--- src/hdl/gttf_pkg.sv ---
// Package for the grey threshold tile filter: shared types and fixed constants.
// Used by gttf_luma, grey_threshold_tile_filter and gttf_checker.
`timescale 1ns / 1ps

package gttf_pkg;

  // Pixel and grey arithmetic
  localparam int PIX_W      = 8;
  localparam int SUM_W      = 22;   // max weighted sum 4186112 fits in 22 bits
  localparam int GREY_SHIFT = 14;
  localparam logic [SUM_W-1:0] COEF_B   = SUM_W'(1868);
  localparam logic [SUM_W-1:0] COEF_G   = SUM_W'(9617);
  localparam logic [SUM_W-1:0] COEF_R   = SUM_W'(4899);
  localparam logic [SUM_W-1:0] GREY_RND = SUM_W'(8192);

  // Configuration register widths and reset values
  localparam int CFG_IDX_W  = 2;
  localparam int CFG_DATA_W = 13;
  localparam int GEOM_W     = 13;
  localparam logic [GEOM_W-1:0] TILE_W_RST  = GEOM_W'(224);
  localparam logic [GEOM_W-1:0] TILE_H_RST  = GEOM_W'(224);
  localparam logic [GEOM_W-1:0] IMAGE_W_RST = GEOM_W'(1024);
  localparam logic [PIX_W-1:0]  THRESH_RST  = PIX_W'(80);

  // Result field widths
  localparam int ROW_W  = 12;
  localparam int TCOL_W = 6;
  localparam logic [ROW_W-1:0] ROW_LIMIT = ROW_W'(4095);

  // Stream packing
  localparam int IN_DATA_W  = 24;
  localparam int IN_USER_W  = 1;
  localparam int OUT_DATA_W = 48;
  localparam int OUT_DONE_BIT = 24;
  localparam int OUT_KEEP_BIT = 25;
  localparam int OUT_USED_W   = 44;

  // Configuration register indexes
  typedef enum logic [CFG_IDX_W-1:0] {
    REG_TILE_WIDTH     = 2'd0,
    REG_TILE_HEIGHT    = 2'd1,
    REG_IMAGE_WIDTH    = 2'd2,
    REG_GREY_THRESHOLD = 2'd3
  } cfg_reg_t;

  // Per-pixel grey decision passed from the luma unit
  typedef struct packed {
    logic dark;    // grey below threshold, pixel is blacked out
    logic bright;  // grey at or above max(threshold, 1)
  } luma_t;

endpackage

--- src/hdl/gttf_luma.sv ---
// Grey conversion of one BGR pixel and its threshold decisions.
// Depends on gttf_pkg.
`timescale 1ns / 1ps

module gttf_luma import gttf_pkg::*; (
  input  logic [PIX_W-1:0] blue,
  input  logic [PIX_W-1:0] green,
  input  logic [PIX_W-1:0] red,
  input  logic [PIX_W-1:0] threshold,
  output luma_t            res
);

  logic [SUM_W-1:0] sum;
  logic [PIX_W-1:0] grey;
  logic [PIX_W-1:0] level;

  // Weighted sum with rounding, then drop the fraction bits
  assign sum  = SUM_W'(blue) * COEF_B + SUM_W'(green) * COEF_G
              + SUM_W'(red) * COEF_R + GREY_RND;
  assign grey = PIX_W'(sum >> GREY_SHIFT);

  // Tile brightness uses a level of at least one
  assign level = (threshold == '0) ? PIX_W'(1) : threshold;

  assign res.dark   = (grey < threshold);
  assign res.bright = (grey >= level);

endmodule

--- src/hdl/grey_threshold_tile_filter.sv ---
// Grey threshold tile filter: one result per pixel; each input transaction passes through
// the input register and then the result register before its result transaction.
// One pixel per cycle sustained while out_tready is high; a result stall holds the
// input once the input register is full. Synchronous active-low reset clears counters,
// valids and configuration (224x224 tiles, 1024 wide, threshold 80). Tile flag memory
// is not cleared; frame_start restarts tiling. Depends on gttf_pkg and gttf_luma.
`timescale 1ns / 1ps

module grey_threshold_tile_filter import gttf_pkg::*; #(
  parameter int MAX_TILE_COLS = 64,
  parameter int MAX_DIM       = 4096
) (
  input  logic                  clk,
  input  logic                  rst_n,
  // Pixel input
  input  logic                  in_tvalid,
  output logic                  in_tready,
  input  logic [IN_DATA_W-1:0]  in_tdata,   // blue[7:0], green[15:8], red[23:16]
  input  logic [IN_USER_W-1:0]  in_tuser,   // frame_start[0]
  // Result output
  output logic                  out_tvalid,
  input  logic                  out_tready,
  output logic [OUT_DATA_W-1:0] out_tdata,  // out_blue[7:0], out_green[15:8],
                                            // out_red[23:16], tile_done[24],
                                            // tile_keep[25], tile_row[37:26],
                                            // tile_col[43:38], zero[47:44]
  // Configuration writes
  input  logic                  cfg_valid,
  output logic                  cfg_ready,
  input  logic [CFG_IDX_W-1:0]  cfg_index,
  input  logic [CFG_DATA_W-1:0] cfg_data
);

  localparam int CNT_W  = $clog2(MAX_DIM);
  localparam int DIM_W  = $clog2(MAX_DIM + 1);
  localparam int COL_W  = $clog2(MAX_TILE_COLS + 1);
  localparam int ADDR_W = (MAX_TILE_COLS > 1) ? $clog2(MAX_TILE_COLS) : 1;
  localparam int PROD_W = COL_W + DIM_W;

  // Configuration registers
  logic [GEOM_W-1:0] tile_width_r, tile_height_r, image_width_r;
  logic [PIX_W-1:0]  grey_threshold_r;

  assign cfg_ready = 1'b1;

  always_ff @(posedge clk) begin
    if (!rst_n) begin
      tile_width_r     <= TILE_W_RST;
      tile_height_r    <= TILE_H_RST;
      image_width_r    <= IMAGE_W_RST;
      grey_threshold_r <= THRESH_RST;
    end else if (cfg_valid && cfg_ready) begin
      case (cfg_reg_t'(cfg_index))
        REG_TILE_WIDTH:     tile_width_r     <= GEOM_W'(cfg_data);
        REG_TILE_HEIGHT:    tile_height_r    <= GEOM_W'(cfg_data);
        REG_IMAGE_WIDTH:    image_width_r    <= GEOM_W'(cfg_data);
        REG_GREY_THRESHOLD: grey_threshold_r <= PIX_W'(cfg_data);
        default: ;
      endcase
    end
  end

  // Clamp geometry into 1..MAX_DIM
  function automatic logic [DIM_W-1:0] clamp_dim(input logic [GEOM_W-1:0] v);
    logic [DIM_W-1:0] r;
    if (v == '0)
      r = DIM_W'(1);
    else if (32'(v) > MAX_DIM)
      r = DIM_W'(MAX_DIM);
    else
      r = DIM_W'(v);
    return r;
  endfunction

  logic [DIM_W-1:0] tw_c, th_c, iw_c;
  assign tw_c = clamp_dim(tile_width_r);
  assign th_c = clamp_dim(tile_height_r);
  assign iw_c = clamp_dim(image_width_r);

  // Input register stage
  logic                 s1_valid_r;
  logic [PIX_W-1:0]     s1_blue_r, s1_green_r, s1_red_r;
  logic                 s1_fs_r;
  logic                 adv;

  assign adv       = s1_valid_r && (!out_tvalid || out_tready);
  assign in_tready = !s1_valid_r || adv;

  always_ff @(posedge clk) begin
    if (!rst_n) begin
      s1_valid_r <= 1'b0;
    end else if (in_tvalid && in_tready) begin
      s1_valid_r <= 1'b1;
    end else if (adv) begin
      s1_valid_r <= 1'b0;
    end
  end

  always_ff @(posedge clk) begin
    if (in_tvalid && in_tready) begin
      s1_blue_r  <= in_tdata[7:0];
      s1_green_r <= in_tdata[15:8];
      s1_red_r   <= in_tdata[23:16];
      s1_fs_r    <= in_tuser[0];
    end
  end

  // Grey value and threshold decisions
  luma_t luma;

  gttf_luma u_luma (
    .blue      (s1_blue_r),
    .green     (s1_green_r),
    .red       (s1_red_r),
    .threshold (grey_threshold_r),
    .res       (luma)
  );

  // Position counters
  logic [CNT_W-1:0] col_cnt_r, x_r, y_r;
  logic [COL_W-1:0] tcol_r;
  logic [ROW_W-1:0] trow_r;
  logic [CNT_W-1:0] col_cnt_nxt, x_nxt, y_nxt;
  logic [COL_W-1:0] tcol_nxt;
  logic [ROW_W-1:0] trow_nxt;

  // Counters as seen by this pixel; frame_start restarts at the top left
  logic [CNT_W-1:0] cc_e, x_e, y_e;
  logic [COL_W-1:0] col_e;
  logic [ROW_W-1:0] row_e;

  assign cc_e  = s1_fs_r ? '0 : col_cnt_r;
  assign x_e   = s1_fs_r ? '0 : x_r;
  assign y_e   = s1_fs_r ? '0 : y_r;
  assign col_e = s1_fs_r ? '0 : tcol_r;
  assign row_e = s1_fs_r ? '0 : trow_r;

  logic [DIM_W-1:0]  cc1, x1, y1;
  logic              end_x, end_y, end_row;
  logic              stored, fits, first, flag, done;
  logic [PROD_W-1:0] tile_right;
  logic              flag_prev;

  assign cc1 = DIM_W'(cc_e) + DIM_W'(1);
  assign x1  = DIM_W'(x_e) + DIM_W'(1);
  assign y1  = DIM_W'(y_e) + DIM_W'(1);

  assign end_x   = (x1 >= tw_c);
  assign end_y   = (y1 >= th_c);
  assign end_row = (cc1 >= iw_c);

  // A tile is reported only when its right edge lies within the row
  assign stored     = (col_e < COL_W'(MAX_TILE_COLS));
  assign tile_right = (PROD_W'(col_e) + PROD_W'(1)) * PROD_W'(tw_c);
  assign fits       = (tile_right <= PROD_W'(iw_c));

  // Running "all bright" flag for the current tile column
  assign first = (x_e == '0) && (y_e == '0);
  assign flag  = first ? luma.bright : (flag_prev && luma.bright);
  assign done  = stored && fits && end_x && end_y;

  // Next counter values
  always_comb begin
    col_cnt_nxt = cc_e;
    x_nxt       = x_e;
    y_nxt       = y_e;
    tcol_nxt    = col_e;
    trow_nxt    = row_e;
    if (end_row) begin
      col_cnt_nxt = '0;
      x_nxt       = '0;
      tcol_nxt    = '0;
      if (end_y) begin
        y_nxt = '0;
        if (row_e < ROW_LIMIT)
          trow_nxt = row_e + ROW_W'(1);
      end else begin
        y_nxt = CNT_W'(y1);
      end
    end else begin
      col_cnt_nxt = CNT_W'(cc1);
      if (end_x) begin
        x_nxt = '0;
        if (stored)
          tcol_nxt = col_e + COL_W'(1);
      end else begin
        x_nxt = CNT_W'(x1);
      end
    end
  end

  always_ff @(posedge clk) begin
    if (!rst_n) begin
      col_cnt_r <= '0;
      x_r       <= '0;
      y_r       <= '0;
      tcol_r    <= '0;
      trow_r    <= '0;
    end else if (adv) begin
      col_cnt_r <= col_cnt_nxt;
      x_r       <= x_nxt;
      y_r       <= y_nxt;
      tcol_r    <= tcol_nxt;
      trow_r    <= trow_nxt;
    end
  end

  // Tile flag memory: written at this pixel's column, read ahead at the next one
  logic                  flag_mem [MAX_TILE_COLS];
  logic                  flag_rd_r;
  logic                  byp_r;
  logic                  byp_val_r;
  logic                  flag_wr;
  logic [ADDR_W-1:0]     wr_addr, rd_addr;

  assign flag_wr = adv && stored;
  assign wr_addr = col_e[ADDR_W-1:0];
  assign rd_addr = tcol_nxt[ADDR_W-1:0];

  always_ff @(posedge clk) begin
    if (flag_wr)
      flag_mem[wr_addr] <= flag;
    if (adv)
      flag_rd_r <= flag_mem[rd_addr];
  end

  // Forward a flag written in the same cycle as its read
  always_ff @(posedge clk) begin
    if (adv) begin
      byp_r     <= flag_wr && (tcol_nxt == col_e);
      byp_val_r <= flag;
    end
  end

  assign flag_prev = byp_r ? byp_val_r : flag_rd_r;

  // Result register
  logic                  out_valid_r;
  logic [OUT_DATA_W-1:0] out_data_r;
  logic [OUT_DATA_W-1:0] out_data_nxt;

  always_comb begin
    out_data_nxt                = '0;
    out_data_nxt[7:0]           = luma.dark ? '0 : s1_blue_r;
    out_data_nxt[15:8]          = luma.dark ? '0 : s1_green_r;
    out_data_nxt[23:16]         = luma.dark ? '0 : s1_red_r;
    out_data_nxt[OUT_DONE_BIT]  = done;
    out_data_nxt[OUT_KEEP_BIT]  = done && flag;
    out_data_nxt[37:26]         = done ? row_e : '0;
    out_data_nxt[43:38]         = done ? TCOL_W'(col_e) : '0;
  end

  always_ff @(posedge clk) begin
    if (!rst_n) begin
      out_valid_r <= 1'b0;
    end else if (adv) begin
      out_valid_r <= 1'b1;
    end else if (out_tready) begin
      out_valid_r <= 1'b0;
    end
  end

  always_ff @(posedge clk) begin
    if (adv)
      out_data_r <= out_data_nxt;
  end

  assign out_tvalid = out_valid_r;
  assign out_tdata  = out_data_r;

endmodule

--- config.mk ---
export PLATFORM = sky130hd
export DESIGN_NAME = grey_threshold_tile_filter
export DESIGN_NICKNAME = d
export VERILOG_FILES = /design/src/hdl/gttf_pkg.sv /design/src/hdl/gttf_luma.sv /design/src/hdl/grey_threshold_tile_filter.sv
export SDC_FILE = /design/constraint.sdc
export NUM_CORES = 1
export LEC_CHECK = 0
export BUFFER_PORTS_ARGS = -buffer_cell sky130_fd_sc_hd__buf_4
export CAP_MARGIN = 40
export CORE_ASPECT_RATIO = 0.9
export CORE_UTILIZATION = 65
export CTS_BUF_LIST = sky130_fd_sc_hd__clkbuf_16
export DETAILED_ROUTE_END_ITERATION = 12
export MAX_ROUTING_LAYER = met4
export PLACE_DENSITY = 0.84
export SYNTH_ARGS = -nofsm -noshare
export SYNTH_HDL_FRONTEND = slang
export SYNTH_SLANG_ARGS = --single-unit
--- constraint.sdc ---
create_clock -name clk -period 16.9 [get_ports clk]
set_input_delay 3.38 -clock clk [delete_from_list [all_inputs] [get_ports clk]]
set_output_delay 3.38 -clock clk [all_outputs]
set_load 0.02 [all_outputs]
; ---- After elaboration in Yosys (flattened, before gate mapping)
; Memory sizes are Yosys's and may differ from the RTL's. A register that Yosys moved wholly into a read port is not among the register bits.
; Cells that the tools add are included.
[totals]
memories = 1
register_bits = 175
ram_bits = 64
[classes]
eq_ne = 4
add_sub_neg = 9
n_reduce_logical = 27
muxes = 31
n_lt_le_gt_ge = 11
multipliers = 4
[mem_list]
columns = name, words, width, read_ports, rd_clocked_by_memory_dff, wr, line
row1 = flag_mem, 64, 1, 1, 1, 1, grey_threshold_tile_filter.sv:209  ; logic flag_mem [MAX_TILE_COLS];
[op_table]
columns = operator, count
row1 = 12-bit two-way mux, 12
row2 = 13-bit two-way mux, 6
row3 = 12-bit by 1-bit adder with 13-bit output (second input constant), 3
row4 = 13-bit >= comparator, 3
row5 = 13-bit greater-than comparator (second input constant), 3
row6 = 13-bit logical NOT, 3
row7 = 7-bit two-way mux, 4
row8 = 12-bit logical NOT, 2
row9 = 19-bit by 22-bit adder with 22-bit output, 1
row10 = 22-bit by 14-bit adder with 22-bit output (second input constant), 1
row11 = 22-bit by 21-bit adder with 22-bit output, 1
row12 = 8-bit by 14-bit multiplier with 22-bit output (second input constant), 1
row13 = 8-bit by 13-bit multiplier with 21-bit output (second input constant), 1
row14 = 20-bit by 13-bit less-or-equal comparator with 1-bit output, 1
row15 = 8-bit by 13-bit multiplier with 20-bit output, 1
row16 = 8-bit by 9-bit multiplier with 17-bit output (second input constant), 1
row17 = 12-bit by 1-bit adder with 12-bit output (second input constant), 1
row18 = 12-bit < comparator (second input constant), 1
row19 = 1-bit logical AND, 10
row20 = 7-bit by 1-bit adder with 8-bit output (second input constant), 1
row21 = 8-bit >= comparator, 1
row22 = 8-bit logical NOT, 1
row23 = 8-bit < comparator, 1
row24 = 1-bit two-way mux, 8
row25 = other kinds (11), 18

; ---- Logic depth before layout (Yosys ltp)
; Gate-level depths: netlist of the first run.
[depth]
depth_word = 9
ltp_mapped = 43
depth_no_buf = 42

; ---- By module
; Synthesis of the first run repeated with hierarchy kept, for this count alone.
[unflattened]
hier_cells = 2206
area_unflattened_um2 = 20500.9
[by_module_without_submodules]
columns = module, area_each_um2, seq_area_each_um2, cells_per_inst, instances
row1 = grey_threshold_tile_filter, 15060.7, 6165.9, 1617, 1
row2 = gttf_luma, 5440.2, 0.0, 589, 1

; ---- Least setup slack after synthesis of the first run
; OpenSTA, ideal clock, no wires.
[synth_path]
path_kind = register to register
start = register s1_blue_r[5]
end = register byp_val_r, data pin
setup_time_ns = 0.365
setup_slack_ns = 7.902
arrival_ns = 8.633
required_time_ns = 16.535
path_stages_with_launch = 41
cell_sequence = edfxtp_1 > ha_1 > ha_1 > inv_1 > fa_1 > fa_1 > inv_1 > ha_1 > nor3b_1 > o21ai_0 > a21oi_1 > o21a_1 > o21ai_0 > a21boi_0 > nor2_1 > ha_1 > ha_1 > fa_1 > [... 5 more ...] > nor2_1 > nor2b_1 > nor2b_1 > nor2_1 > nand2_1 > and2_1 > nor2_1 > nor2b_1 > nor3_1 > nor3_1 > ha_1 > a21oi_1 > nor2b_1 > o21ai_0 > nand2b_1 > o21ai_0 > a21boi_0 > o21a_1
[synth_via]
elab_chain_cells = 7
[synth_rtl]
columns = item, line
row1 = from (decl), grey_threshold_tile_filter.sv:82  ; logic [PIX_W-1:0] s1_blue_r, s1_green_r, s1_red_r;
row2 = from (signal assigned), grey_threshold_tile_filter.sv:101  ; s1_blue_r <= in_tdata[7:0];
row3 = 8-bit by 9-bit multiplier with 17-bit output (*), gttf_luma.sv:18  ; assign sum = SUM_W'(blue) * COEF_B + SUM_W'(green) * COEF_G
row4 = 19-bit by 22-bit adder with 22-bit output (*), gttf_luma.sv:18
row5 = 22-bit by 21-bit adder with 22-bit output (*), gttf_luma.sv:19  ; + SUM_W'(red) * COEF_R + GREY_RND;
row6 = 22-bit by 14-bit adder with 22-bit output (*), gttf_luma.sv:19
row7 = 8-bit >= comparator (*), gttf_luma.sv:26  ; assign res.bright = (grey >= level);
row8 = 1-bit logical AND, grey_threshold_tile_filter.sv:159  ; assign flag = first ? luma.bright : (flag_prev && luma.bright);
row9 = 1-bit two-way mux (*), grey_threshold_tile_filter.sv:159
row10 = via flag, grey_threshold_tile_filter.sv:140  ; logic stored, fits, first, flag, done;
row11 = to (signal assigned), grey_threshold_tile_filter.sv:231  ; byp_val_r <= flag;
row12 = to (decl), grey_threshold_tile_filter.sv:212  ; logic byp_val_r;
; The timed path passes the listed nets; every way through them passes the cells marked *.
; A chain may end at the register's enable or synchronous reset.

; ---- Worst setup path in the final report of the first run
[layout_path]
start = register s1_blue_r[5]
end = register out_data_r[5] (netlist: out_tdata[5]), data pin
[layout_via]
elab_chain_cells = 5
[layout_rtl]
columns = item, line
row1 = 8-bit by 9-bit multiplier with 17-bit output, gttf_luma.sv:18
row2 = 19-bit by 22-bit adder with 22-bit output, gttf_luma.sv:18
row3 = 22-bit by 21-bit adder with 22-bit output, gttf_luma.sv:19
row4 = 22-bit by 14-bit adder with 22-bit output, gttf_luma.sv:19
row5 = 8-bit < comparator, gttf_luma.sv:25  ; assign res.dark = (grey < threshold);
row6 = to (signal assigned), grey_threshold_tile_filter.sv:265  ; out_data_r <= out_data_nxt;
row7 = to (decl), grey_threshold_tile_filter.sv:239  ; logic [OUT_DATA_W-1:0] out_data_r;
; Several ways; a longest one is shown, not always the timed one.

==> results of run 1 <==
==> cells by family after synthesis <==
family	share of synthesized area (%)
multiplexers	1.04
other	0.0364
buffers and inverters	7.61
XOR/XNOR	3.13
AND/OR/NAND/NOR	18.3
AO/OA/AOI/OAI	9.77
adder cells (fa/ha/maj)	30.2
flip-flops	29.9
==> worst max-delay path: cells and delay by family (launching register included) <==
kind / cells / cell delay (ns)
AO/OA/AOI/OAI: 11 / 2.04
flip-flops: 1 / 0.52
buffers and inverters: 4 / 0.19
AND/OR/NAND/NOR: 13 / 1.86
adder cells (fa/ha/maj): 13 / 5.06
==> worst min-delay path by stage <==
stage                                              from                       endpoint  slack (ns)  depth (start not counted)
after floorplan           image_width_r[0]$_SDFFE_PN0P_  image_width_r[0]$_SDFFE_PN0P_        0.44                          2
after global placement       col_cnt_r[11]$_SDFFE_PN0P_     col_cnt_r[11]$_SDFFE_PN0P_        0.45                          2
after detailed placement     col_cnt_r[11]$_SDFFE_PN0P_     col_cnt_r[11]$_SDFFE_PN0P_        0.46                          2
after CTS                    col_cnt_r[11]$_SDFFE_PN0P_     col_cnt_r[11]$_SDFFE_PN0P_        0.47                          2
after global routing          col_cnt_r[0]$_SDFFE_PN0P_      col_cnt_r[0]$_SDFFE_PN0P_        0.50                          2
final                     tile_height_r[0]$_SDFFE_PN0P_  tile_height_r[0]$_SDFFE_PN0P_        0.48                          2
==> per-layer routing <==
metal / part of all wire, % / track usage (%) / vias up
li1: - / - / 7682
met1: 45 / 47.1 / 7937
met2: 44 / 51.3 / 788
met3: 8.6 / 4.29 / 119
met4: 2.6 / 10.0 / 0
met5: 0 / - / -
==> per-stage QoR <==
stage | std cells | total power, W
final | 2750 | 0.00434
after global routing | 2750 | 0.00478
after CTS | 2750 | 0.00433
after detailed placement | 2704 | 0.00375
after global placement | 2700 | 0.00363
after floorplan | 2265 | 0.00307
==> cells in the mapped netlist (all sizes together), types with 5 or more instances <==
master / instances / area [um2]
edfxtp: 136 / 4080
nor2b: 41 / 257
a21oi: 110 / 562
a211oi: 9 / 67.6
a22oi: 22 / 165
buf: 20 / 125
a31o: 5 / 43.8
nor3: 32 / 165
a2111oi: 6 / 52.6
xnor2: 42 / 375
ha: 255 / 3190
or3: 6 / 37.5
nand3: 62 / 315
nor4: 21 / 146
and3: 19 / 119
a31oi: 9 / 56.3
o21a: 13 / 97.6
dfxtp: 104 / 2080
a311oi: 5 / 43.8
and2: 58 / 363
fa: 152 / 3040
nand2: 288 / 1080
a21o: 22 / 165
a211o: 7 / 61.3
or2: 7 / 43.8
nand2b: 12 / 75.1
xor2: 31 / 272
and4: 9 / 78.8
a21boi: 6 / 45.0
nand4: 29 / 196
nor2: 204 / 766
inv: 329 / 1230
o21ai: 54 / 282
mux2i: 17 / 170
o211ai: 8 / 60.1
clkbuf: 56 / 210
==> sequential cells by signal, summed over array words and instances (netlist names) <==
register	cells
flag_mem	64
out_tdata	44
image_width_r	13
tile_height_r	13
tile_width_r	13
col_cnt_r	12
trow_r	12
x_r	12
y_r	12
grey_threshold_r	8
s1_blue_r	8
s1_green_r	8
s1_red_r	8
tcol_r	7
byp_r	1
byp_val_r	1
flag_rd_r	1
out_tvalid	1
s1_fs_r	1
s1_valid_r	1
==> power groups by stage <==
stage	Clock, W	Sequential [W]	Combinational (W)
floorplan	0	0.00106	0.00201
finish	0.000567	0.00100	0.00277
detailed placement	0	0.00101	0.00273
global placement	0	0.00101	0.00261
CTS	0.000572	0.00100	0.00275
global route	0.000592	0.00101	0.00318
==> final cells by class <==
class / count / area [um2]
inverters: 329 / 1230
clock buffers: 25 / 626
clock inverters: 21 / 211
well taps: 409 / 512
flip-flops and latches: 240 / 6170
fillers: 2304 / 8590
multi-input cells: 1620 / 12900
repair buffers: 106 / 801
==> flow_metrics.tcl, run 1 <==
set metrics [dict create \
    outcome "completed" \
    fp.dieW_um 190 \
    ys.warnings.count 0 \
    num-nets-final 2774 \
    cp-start-kind "flip-flop" \
    hold_viol 0 \
    first_pass_iters 5 \
    vias 16500 \
    fin_area_um2 22500 \
    layout_commonest_cell "inv_1" \
    clockRootBuffer "clkbuf_16" \
    worst_pin_slew_ns 0.861 \
    antenna_left 0 \
    r2r_slack_ns 6.97 \
    finalCritPeriodShare_pct 58.7 \
    rsz0062_at_grt "false" \
    place_congestion 0.948 \
    synth.cell_area_um2 20600 \
    drc 0 \
    slew_headroom_pct 42.3 \
    dieArea_um2 32500 \
    wl_per_cell_um 18.7 \
    tns_ns 0 \
    fmax_mhz 101 \
    ys_ff_latch 240 \
    layout_setup_ws_ns 6.97 \
    startpoint "s1_blue_r[5]$_DFFE_PP_" \
    criticalPathCategory "reg -> reg" \
    antenna_found_initial 0 \
    finClkSkew_ns 0.0239 \
    critical_path_arrival_ns 10.22 \
    cts_buffer_depth 3 \
    crit_end "out_tdata[5]$_SDFFCE_PN0P_" \
    async_reset_ff_share_pct 0 \
    cp_data_required_time_ns 17.19 \
    initial_core_util_pct 66.5 \
    regToRegEndpoint "out_tdata[5]$_SDFFCE_PN0P_" \
    drt_iter0_drc 1759 \
    cts_tree "done" \
    dpl_cell_area_um2 21600 \
    combPwrFrac_pct 63.8 \
    clock-sinks 240 \
    coreArea_um2 31100 \
    switching_share_pct 43.5 \
    htree_levels 1 \
    p_clk_share_pct 13.1 \
    cts_hold_buf 0 \
    numCtsBuffers 25 \
    area_growth_pct 8.84 \
    drv_slew 0 \
    clk_latency_ns 0.55 \
    cp_slowest_stage_delay_ns 0.55 \
    drive_gt1_share_pct 7.73 \
    rr_worst_depth 41 \
    seqPwrFrac_pct 23.1 \
    path_common_cell "ha_1" \
    yosysSeqAreaShare_pct 29.9 \
    grt_start_max_net_pins 75 \
    path_max_fanout 24 \
    final_cell_mix "327 x inv_1, 287 x nand2_1, 255 x ha_1" \
    yosys_most_used_dff "edfxtp_1" \
    finalWirelength_mm 51.4 \
    worst_setup_path_end_kind "flip-flop" \
    preCtsSetupSlack_ns 7.04 \
    slowest_stage "fa_1" \
    power.density_nw_per_um2 193 \
    power_leakage_nw 10.2 \
    antenna_cells 0 \
    pin_count 96 \
    cts_resized 0 \
    synth_cell_type_count 83 \
    die_h_um 171 \
    hp-class "reg -> reg" \
    synth_cells 2262 \
    p_sw_w 0.00189 \
    intPower_w 0.00245 \
    cts_setup_buffers 0 \
    finalSetupViolations 0 \
    fin_hold_ws_ns 0.477 \
    grt_pass1_wl_mm 84.1 \
    grt_pass1_vias 16600 \
    overflow 0 \
    std_cell_rows 61 \
    ir_worst_vdd_v 0.000320 \
    fin_util_pct 72.3 \
    path_clk_slew_ns 0.06 \
    io_buffer_count 90 \
    drv_cap 0 \
    synth-edff-count 136 \
    grtUsageTotal_pct 33.7 \
    viasPerCell 6.01 \
    rr_startpoint "s1_blue_r[5]$_DFFE_PP_" \
    period_needed_ns 9.93 \
    syn-mean-instance-area_um2 9.13 \
    dpl.hpwl_mm 38.7 \
]
(Power assumes the default switching activity.)
==> run 2, diff against run 1 <==
- ABC_AREA: default -> 1
- CORE_UTILIZATION: 65 -> 64
- PLACE_DENSITY: 0.84 -> 0.82
- clock period: 16.9 -> 10.2 ns (I/O delays scaled with it)
==> flow_metrics.tcl, run 2 <==
set metrics [dict create \
    std_cell_rows 63 \
    pin_count 96 \
    period_needed_ns 9.16 \
    cp_data_required_time_ns 10.44 \
    outcome "completed" \
    io_buffer_count 90 \
    grt_pass1_vias 17400 \
    drc 0 \
    grt_pass1_wl_mm 88.4 \
    rr_worst_depth 40 \
    cp_slowest_stage_delay_ns 0.57 \
    largest_reg_flops 64 \
    async_reset_ff_share_pct 0 \
    ir_worst_vdd_v 0.000655 \
    viasPerCell 5.71 \
    antenna_found_initial 0 \
    ys_ff_latch 240 \
    worst_setup_path_end_kind "flip-flop" \
    drv_cap 0 \
    ys_top_cells_by_count "531 x inv_1, 395 x nand2_1, 281 x nor2_1" \
    path_clk_slew_ns 0.06 \
    synth_top_area_share_pct 18.9 \
    synth_cell_type_count 69 \
    dieArea_um2 34500 \
    rsz0062_at_grt "false" \
    area_growth_pct 7.91 \
    synth-edff-count 136 \
    cts_buffer_depth 3 \
    cts_tree "done" \
    nFillCells 2602 \
    cp-start-kind "flip-flop" \
    slew_headroom_pct 38.1 \
    synth.cell_area_um2 21600 \
    grt_start_max_net_pins 66 \
    antenna_left 0 \
    whs_path_depth 2 \
    crit_family "adder cells" \
    cts_hold_buf 0 \
    path_buf_inv 8 \
    dpl_cell_area_um2 22600 \
    finalSetupViolations 0 \
    slowest_stage "fa_1" \
    ys.warnings.count 0 \
    finalCritPeriodShare_pct 89.8 \
    synth_area_leaders "edfxtp_1 19%, ha_1 15%, fa_1 14%, dfxtp_1 9.6%, inv_1 9.2%" \
    criticalPathCategory "reg -> reg" \
    vias 17700 \
    power_leakage_nw 11.4 \
    hp-class "reg -> reg" \
    place_congestion 1.00 \
    finClkSkew_ns 0.0258 \
    final_cell_mix "539 x inv_1, 394 x nand2_1, 281 x nor2_1" \
    drt_iter0_drc 1441 \
    antenna_cells 0 \
    drv_slew 0 \
    die_h_um 176 \
    dpl.hpwl_mm 42.0 \
    first_pass_iters 6 \
    synth_most_common_cell "inv_1" \
    finalWirelength_mm 54.2 \
    num-nets-final 3113 \
    yosysSeqAreaShare_pct 28.5 \
    top_register "flag_mem" \
    numCtsBuffers 26 \
    syn-mean-instance-area_um2 8.32 \
    fin_area_um2 23300 \
    fp.dieW_um 196 \
    wl_per_cell_um 17.5 \
    clockRootBuffer "clkbuf_16" \
    dp.cells 3055 \
    power.density_nw_per_um2 351 \
    cp_num_cells 40 \
    critical_path_arrival_ns 9.40 \
    path_max_fanout 65 \
    yosys_most_used_dff "edfxtp_1" \
    grtUsageTotal_pct 33.4 \
    tns_ns 0 \
    layout_commonest_cell "inv_1" \
    cts_setup_buffers 0 \
    worst_pin_slew_ns 0.927 \
    clk_latency_ns 0.57 \
    fin_cells 3103 \
    yosys.area.top_type "edfxtp_1" \
    clock-sinks 240 \
    synth_cells 2598 \
    initial_core_util_pct 65.3 \
    cts_resized 0 \
    drive_gt1_share_pct 8.43 \
    fmax_mhz 109 \
    hold_viol 0 \
    overflow 0 \
    coreArea_um2 33100 \
    htree_levels 1 \
]
run 2: changes by cell type in the layout (fill, tap and decap cells not counted), sizes merged, moves of 17 or more:
| cell | delta |
|---|---|
| xnor2 | -21 |
| and2 | -56 |
| a21oi | +45 |
| xor2 | +18 |
| nand4 | +17 |
| nor2b | -41 |
| nand2 | +118 |
| o21ai | +33 |
| inv | +217 |
| a21o | -17 |
| nor2 | +108 |
| nand3 | +51 |
| and3 | -18 |
run 2: metrics by stage:
| step | hold slack [ns] | worst slack (ns) | utilization (%) | total power, W |
|---|---|---|---|---|
| floorplan | 0.443 | 1.82 | - | 0.00582 |
| global placement | 0.452 | 1.28 | 67.9 | 0.00696 |
| detailed placement | 0.457 | 1.19 | 68.2 | 0.00719 |
| CTS | 0.467 | 1.13 | 70.5 | 0.00813 |
| global route | 0.492 | 0.472 | 70.5 | 0.00910 |
| finish | 0.465 | 1.04 | 70.5 | 0.00820 |
run 2: power breakdown:
part	internal (W)	total, W	switching, W
sequential	0.00149	0.00154	0.0000491
combinational	0.00220	0.00579	0.00359
clock	0.000464	0.000868	0.000404
run 2: kinds of logic after synthesis:
family | synth area share (%)
simple gates | 19.8
buf+inv | 11.4
fa+ha+maj | 28.8
compound gates | 8.46
flops | 28.5
xor+xnor | 2.87
other cells | 0.0347
mux | 0.0463
run 2: layer usage:
metal  GRT usage (%)  vias to the layer above  routed length [um]  share of wire [%]
met4            11.1                        0                1770                3.3
met1            44.3                     8392               23100                 43
met2            51.4                      759               24400                 45
met3            7.03                      142                4930                9.1
li1                -                     8424                   -                  -
met5               -                        -                   0                  0
run 2: layout make-up:
cell class / instances / area (um2) / area share, %
clock buffers: 26 / 651 / 2.79
clock inverters: 22 / 111 / 0.477
inverters: 546 / 2060 / 8.82
multi-input cells: 1744 / 13000 / 55.7
flip-flops and latches: 240 / 6170 / 26.4
well taps: 422 / 528 / 2.26
repair buffers: 103 / 821 / 3.52
run 2: worst paths after layout:
check,startpoint,to,slack (ns)
setup reg to reg,s1_blue_r[6]$_DFFE_PP_,flag_mem[22]$_DFFE_PP_,1.04
hold reg to reg,col_cnt_r[4]$_SDFFE_PN0P_,col_cnt_r[4]$_SDFFE_PN0P_,0.47
setup / recovery,s1_blue_r[6]$_DFFE_PP_,flag_mem[22]$_DFFE_PP_,1.04
hold / removal,col_cnt_r[4]$_SDFFE_PN0P_,col_cnt_r[4]$_SDFFE_PN0P_,0.47
run 2: worst min-delay path, stage by stage, from the launching register on:
cell     delay [ns]
dfxtp_1        0.31
nand2_1        0.06
a21oi_1        0.05
